### src/design/eqm_pkg.sv
// ---------------------------------------------------------------------------
// eqm_pkg
// Shared types and constants for the event fan-out queue manager.
// ---------------------------------------------------------------------------
package eqm_pkg;

    // Action codes
    localparam logic [2:0] ACT_PUBLISH = 3'd0;
    localparam logic [2:0] ACT_SET_INT = 3'd1;
    localparam logic [2:0] ACT_FETCH   = 3'd2;
    localparam logic [2:0] ACT_ATTACH  = 3'd3;
    localparam logic [2:0] ACT_DETACH  = 3'd4;

    // Event descriptor: kind, mask, size, payload
    localparam int EVT_W = 112;
    // Width used for the queue limit compare (covers the largest queue depth)
    localparam int LIM_W = 10;
    localparam logic [4:0] LIMIT_RESET = 5'd16;

    typedef struct packed {
        logic load;
        logic pub_step;
        logic att_step;
        logic set_int;
        logic detach;
        logic fetch_rd;
        logic fetch_pop;
        logic fin;
    } t_cmd;

    typedef struct packed {
        logic [2:0] action;
        logic       size_zero;
        logic       sub_ok;
        logic       fetch_ok;
        logic       scan_last;
        logic       slot_free;
    } t_stat;

endpackage

### src/design/eqm_ctrl.sv
// ---------------------------------------------------------------------------
// eqm_ctrl
// Sequencer: decodes the action and steps the datapath through it.
// ---------------------------------------------------------------------------
module eqm_ctrl import eqm_pkg::*; (
    input  logic  i_clk,
    input  logic  i_rst_n,
    input  logic  i_start,
    output logic  o_busy,
    output logic  o_done,
    input  t_stat i_stat,
    output t_cmd  o_cmd
);

    localparam logic [2:0] ST_IDLE = 3'd0;
    localparam logic [2:0] ST_DEC  = 3'd1;
    localparam logic [2:0] ST_PUB  = 3'd2;
    localparam logic [2:0] ST_ATT  = 3'd3;
    localparam logic [2:0] ST_FRD  = 3'd4;
    localparam logic [2:0] ST_FPOP = 3'd5;
    localparam logic [2:0] ST_FIN  = 3'd6;

    logic [2:0] r_state;
    logic [2:0] n_state;
    logic       r_done;

    // Next state and commands
    always_comb begin
        n_state = r_state;
        o_cmd   = '0;
        unique case (r_state)
            ST_IDLE: begin
                if (i_start) begin
                    o_cmd.load = 1'b1;
                    n_state    = ST_DEC;
                end
            end
            ST_DEC: begin
                n_state = ST_FIN;
                unique case (i_stat.action)
                    ACT_PUBLISH: begin
                        if (!i_stat.size_zero) begin
                            n_state = ST_PUB;
                        end
                    end
                    ACT_SET_INT: o_cmd.set_int = i_stat.sub_ok;
                    ACT_FETCH: begin
                        if (i_stat.fetch_ok) begin
                            n_state = ST_FRD;
                        end
                    end
                    ACT_ATTACH: n_state = ST_ATT;
                    ACT_DETACH: o_cmd.detach = i_stat.sub_ok;
                    default: n_state = ST_FIN;
                endcase
            end
            ST_PUB: begin
                o_cmd.pub_step = 1'b1;
                if (i_stat.scan_last) begin
                    n_state = ST_FIN;
                end
            end
            ST_ATT: begin
                o_cmd.att_step = 1'b1;
                if (i_stat.slot_free || i_stat.scan_last) begin
                    n_state = ST_FIN;
                end
            end
            ST_FRD: begin
                o_cmd.fetch_rd = 1'b1;
                n_state        = ST_FPOP;
            end
            ST_FPOP: begin
                o_cmd.fetch_pop = 1'b1;
                n_state         = ST_FIN;
            end
            ST_FIN: begin
                o_cmd.fin = 1'b1;
                n_state   = ST_IDLE;
            end
            default: n_state = ST_IDLE;
        endcase
    end

    // State and result strobe
    always_ff @(posedge i_clk) begin
        if (!i_rst_n) begin
            r_state <= ST_IDLE;
            r_done  <= 1'b0;
        end else begin
            r_state <= n_state;
            r_done  <= (r_state == ST_FIN);
        end
    end

    assign o_busy = (r_state != ST_IDLE);
    assign o_done = r_done;

    a_done_idle: assert property (@(posedge i_clk) disable iff (!i_rst_n)
        r_done |-> (r_state == ST_IDLE))
        else $error("result strobe outside idle");
    a_done_single: assert property (@(posedge i_clk) disable iff (!i_rst_n)
        r_done |=> !r_done)
        else $error("result strobe longer than one cycle");
    a_start_dec: assert property (@(posedge i_clk) disable iff (!i_rst_n)
        (i_start && r_state == ST_IDLE) |=> (r_state == ST_DEC))
        else $error("accepted item not decoded");

endmodule

### config.mk
export PLATFORM = sky130hd
export DESIGN_NAME = eqm_ctrl
export DESIGN_NICKNAME = d
export VERILOG_FILES = /design/src/design/eqm_pkg.sv /design/src/design/eqm_ctrl.sv
export SDC_FILE = /design/constraint.sdc
export NUM_CORES = 1
export LEC_CHECK = 0
export BUFFER_PORTS_ARGS = -buffer_cell sky130_fd_sc_hd__buf_4
export CAP_MARGIN = 5
export CORE_AREA = 2 2 39 41
export CTS_BUF_LIST = sky130_fd_sc_hd__clkbuf_16
export DETAILED_ROUTE_END_ITERATION = 7
export DIE_AREA = 0 0 41 43
export MAX_ROUTING_LAYER = met4
export PLACE_DENSITY = 0.52
export SLEW_MARGIN = 0
export SYNTH_ARGS = -nofsm -noshare
export SYNTH_HDL_FRONTEND = slang
export SYNTH_SLANG_ARGS = --single-unit
### constraint.sdc
create_clock -name i_clk -period 1.88 [get_ports i_clk]
set_input_delay 0.376 -clock i_clk [delete_from_list [all_inputs] [get_ports i_clk]]
set_output_delay 0.376 -clock i_clk [all_outputs]
set_load 0.01 [all_outputs]
# Word level (Yosys, flattened, before mapping)
# Cells that the tools add are included.
[classes]
eq_ne = 13
muxes = 17
reduce_logical = 5
[ops]
columns = ["operator", "n"]
rows = [
  ["case mux 3 bit (6 select lines)", 1],
  ["equality test 3 x 2 -> 1 bit, second input constant", 4],
  ["equality test 3 bit, second input constant", 4],
  ["2-to-1 mux 3 bit", 4],
  ["2-to-1 mux 1 bit", 9],
  ["case mux 3 bit (3 select lines)", 1],
  ["equality test 3 x 1 -> 1 bit, second input constant", 2],
  ["logical NOT 3 bit", 2],
  ["!= test 2 bit, second input constant", 3],
  ["2-to-1 mux 2 bit", 2],
  ["AND reduction 3 bit", 1],
  ["nonzero test 3 bit", 1],
  ["logical OR 1 bit", 1],
]
[word_totals]
reg_bits = 4
output_inout_bits = 10

# Depth between registers and ports, before layout
[logic_depth]
ltp_word = 3
ltp_mapped = 4

# Worst setup path after synthesis
# OpenSTA, ideal clock, no wires.
[synth_timing]
path_kind = "register -> output"
startpoint = "reg r_state[0]"
endpoint = "out o_cmd[3] (netlist name)"
arrival_time_ns = 1.006
required_time_ns = 1.504
path_slack_ns = 0.498
stages_incl_launch_ff = 5
path_buffers = 1
cell_sequence = "dfxtp_1 -> buf_4 -> nor2b_4 -> nand3_1 -> nor3b_1"
[synth_lines]
columns = ["item", "line_no", "rtl"]
rows = [
  ["start: declaration", "eqm_ctrl.sv:23", "logic [2:0] r_state;"],
  ["start signal: assignment", "eqm_ctrl.sv:91", "r_state <= n_state;"],
  ["end: declaration", "eqm_ctrl.sv:12", "output t_cmd o_cmd"],
]

==> flow_metrics.tcl <==
set metrics [dict create \
    antenna_found_initial 0 \
    finalCritPeriodShare_pct 87.9 \
    cpPeakStageDelay_ns 0.53 \
    syn-instance-count 40 \
    r2r_start "r_state[1]$_SDFFE_PN0P_" \
    met1_length_um 372 \
    dr.pass1.iters 4 \
    ys.flop_type "dfxtp_1" \
    synthTopCellsByArea "dfxtp_1, nor3b_1, nand3_1, nand3b_1, nor4b_2" \
    synth_warnings 0 \
    seq_area_frac_synth_pct 23.7 \
    synth-edff-count 0 \
    wl_per_cell_um 10.6 \
    initial_core_util_pct 24.4 \
    cts_tree "built" \
    arrival_ns 1.28 \
    grt_start_max_net_pins 14 \
    yosys-top-cells-count "dfxtp_1, nor3b_1, nand3_1, nor2_1" \
    synth_nets 51 \
    path_class "reg -> out" \
    gp_congestion 0.677 \
    grt_pass1_wl_um 1290 \
    leakage_nw 0.251 \
    holdWs_ns 0.419 \
    worstHoldStart "i_rst_n" \
    core_area_um2 1380 \
    htreeDepth 1 \
    async_flop_share_pct 0 \
    ir_drop_uv 421 \
    cts.repair.resized 0 \
    portBuffers 20 \
    utilization_pct 41.0 \
    power_density_nw_per_um2 1120 \
    critPathTopFamily "flip-flops" \
    rsz0062_at_grt "false" \
    grtUsageTotal_pct 11.5 \
    synth-seq-cells 4 \
    cp.required_ns 1.50 \
    io_pins 21 \
    layout.cells.non_filler 77 \
    avgSynthCellArea_um2 8.45 \
    die_height_um 43 \
    routed.top_layer "met4" \
    fin_nets 74 \
    drt_wl_total_um 820 \
    numCtsBuffers 3 \
    fmax_ghz 0.605 \
    drc_errors 0 \
    cp_slowest_cell "dfxtp_1" \
    die_x_um 41 \
    relSlewSlack_pct 73.7 \
    placed_cells 74 \
    viasPerCell 4.78 \
    crit_chain "inv_1 -> nor3b_2 -> buf_4" \
    drive_gt1_share_pct 47.5 \
    skew_ns 0.00233 \
    rows 14 \
    slew_violations 0 \
    cp-start-kind "flip-flop" \
    power_uw 633 \
    postRouteAntennaNets 0 \
    tightestPinTransition_ns 0.394 \
    drt_iter0_drc 4 \
    finalHoldViolCount 0 \
    critical_path_buf_inv_count 2 \
    diodes 0 \
    synth_top_area_share_pct 23.7 \
    dr_wl_met3_um 60 \
    synth_cell_types 27 \
    path_max_fanout 9 \
    worstSetupEndpointType "primary output" \
    cap_violations 0 \
    wl_met2_um 368 \
    synth_area_um2 338 \
    finalSetupTns_ns 0 \
    setup_slack_ns 0.227 \
    die_area_um2 1760 \
    cts_setup_buffers 0 \
    area_growth_pct 67.8 \
    clk_path_buf_depth 2 \
    min_path_type "in -> reg" \
    dpl_cell_area_um2 492 \
    cts_root_buf "clkbuf_16" \
    yosysTopAreaCell "dfxtp_1" \
    dpl_worst_slack_ns 0.435 \
    stdcell_area_um2 567 \
    grt.overflow.total 0 \
    grt_pass1_vias 315 \
    clk_pin_slew_ns 0.03 \
    cts.sinks 4 \
    finalSetupViolations 0 \
    status "finished clean" \
    holdBufCountCts 0 \
    fin_crit_ns 1.65 \
    clk_latency_ns 0.22 \
    crit_start "r_state[2]$_SDFFE_PN0P_" \
    vias 368 \
]
==> worst register-to-register path: cells and delay by family (launching register included) <==
kind               cells  cell delay, ns
AOI/OAI and AO/OA      2            0.25
DFF                    1            0.55
and+or+nand+nor        1            0.33
==> kinds of logic (layout without fill, tap and decap cells) <==
family                 count (synthesis)  in the layout  synth area share, %
flip-flops                             4              4                 23.7
buffers and inverters                  5             26                 9.26
AO/OA/AOI/OAI                          7              7                 14.8
XOR/XNOR                               1              1                 2.59
AND/OR/NAND/NOR                       23             23                 49.6
==> sequential cells by signal, indices dropped and copies added (netlist names) <==
signal   count
o_done       1
r_state      3
==> power breakdown <==
| group | internal [mW] | switching [mW] | total, mW |
|---|---|---|---|
| logic | 0.103 | 0.0694 | 0.172 |
| clock network | 0.271 | 0.0547 | 0.326 |
| registers | 0.0999 | 0.0353 | 0.135 |
| total | 0.474 | 0.159 | 0.633 |
==> worst paths after layout <==
kind                                                end  slack [ns]  cells past startpoint
worst max-delay path                           o_cmd[0]        0.23                      3
worst min-delay path                  o_done$_SDFF_PN0_        0.42                      2
worst max register to register  r_state[0]$_SDFFE_PN0P_        0.68                      3
worst min register to register  r_state[0]$_SDFFE_PN0P_        0.66                      2
==> per-layer routing <==
metal / GRT usage, % / vias to the layer above
met2: 14.1 / 18
met3: 3.14 / 2
met4: 10.0 / 0
met5: - / -
met1: 14.8 / 160
li1: - / 188
==> cells in the final DEF, fill, tap and decap left out, types with 2 or more instances in the layout <==
cell type	synthesis	layout
nor3b_1	4	4
dfxtp_1	4	4
buf_4	1	21
nand3_1	3	3
clkbuf_16	0	3
nand3b_1	2	2
and2_1	2	2
nor2_1	3	3
inv_1	2	2
==> area by class of cell <==
class / instances / area (µm²)
clock buffers: 3 / 75.1
flip-flops and latches: 4 / 80.1
inverters: 2 / 7.51
repair buffers: 21 / 158
multi-input cells: 31 / 226
fillers: 141 / 817
well taps: 16 / 20.0
Note: power is estimated with default switching activity, not from simulation.
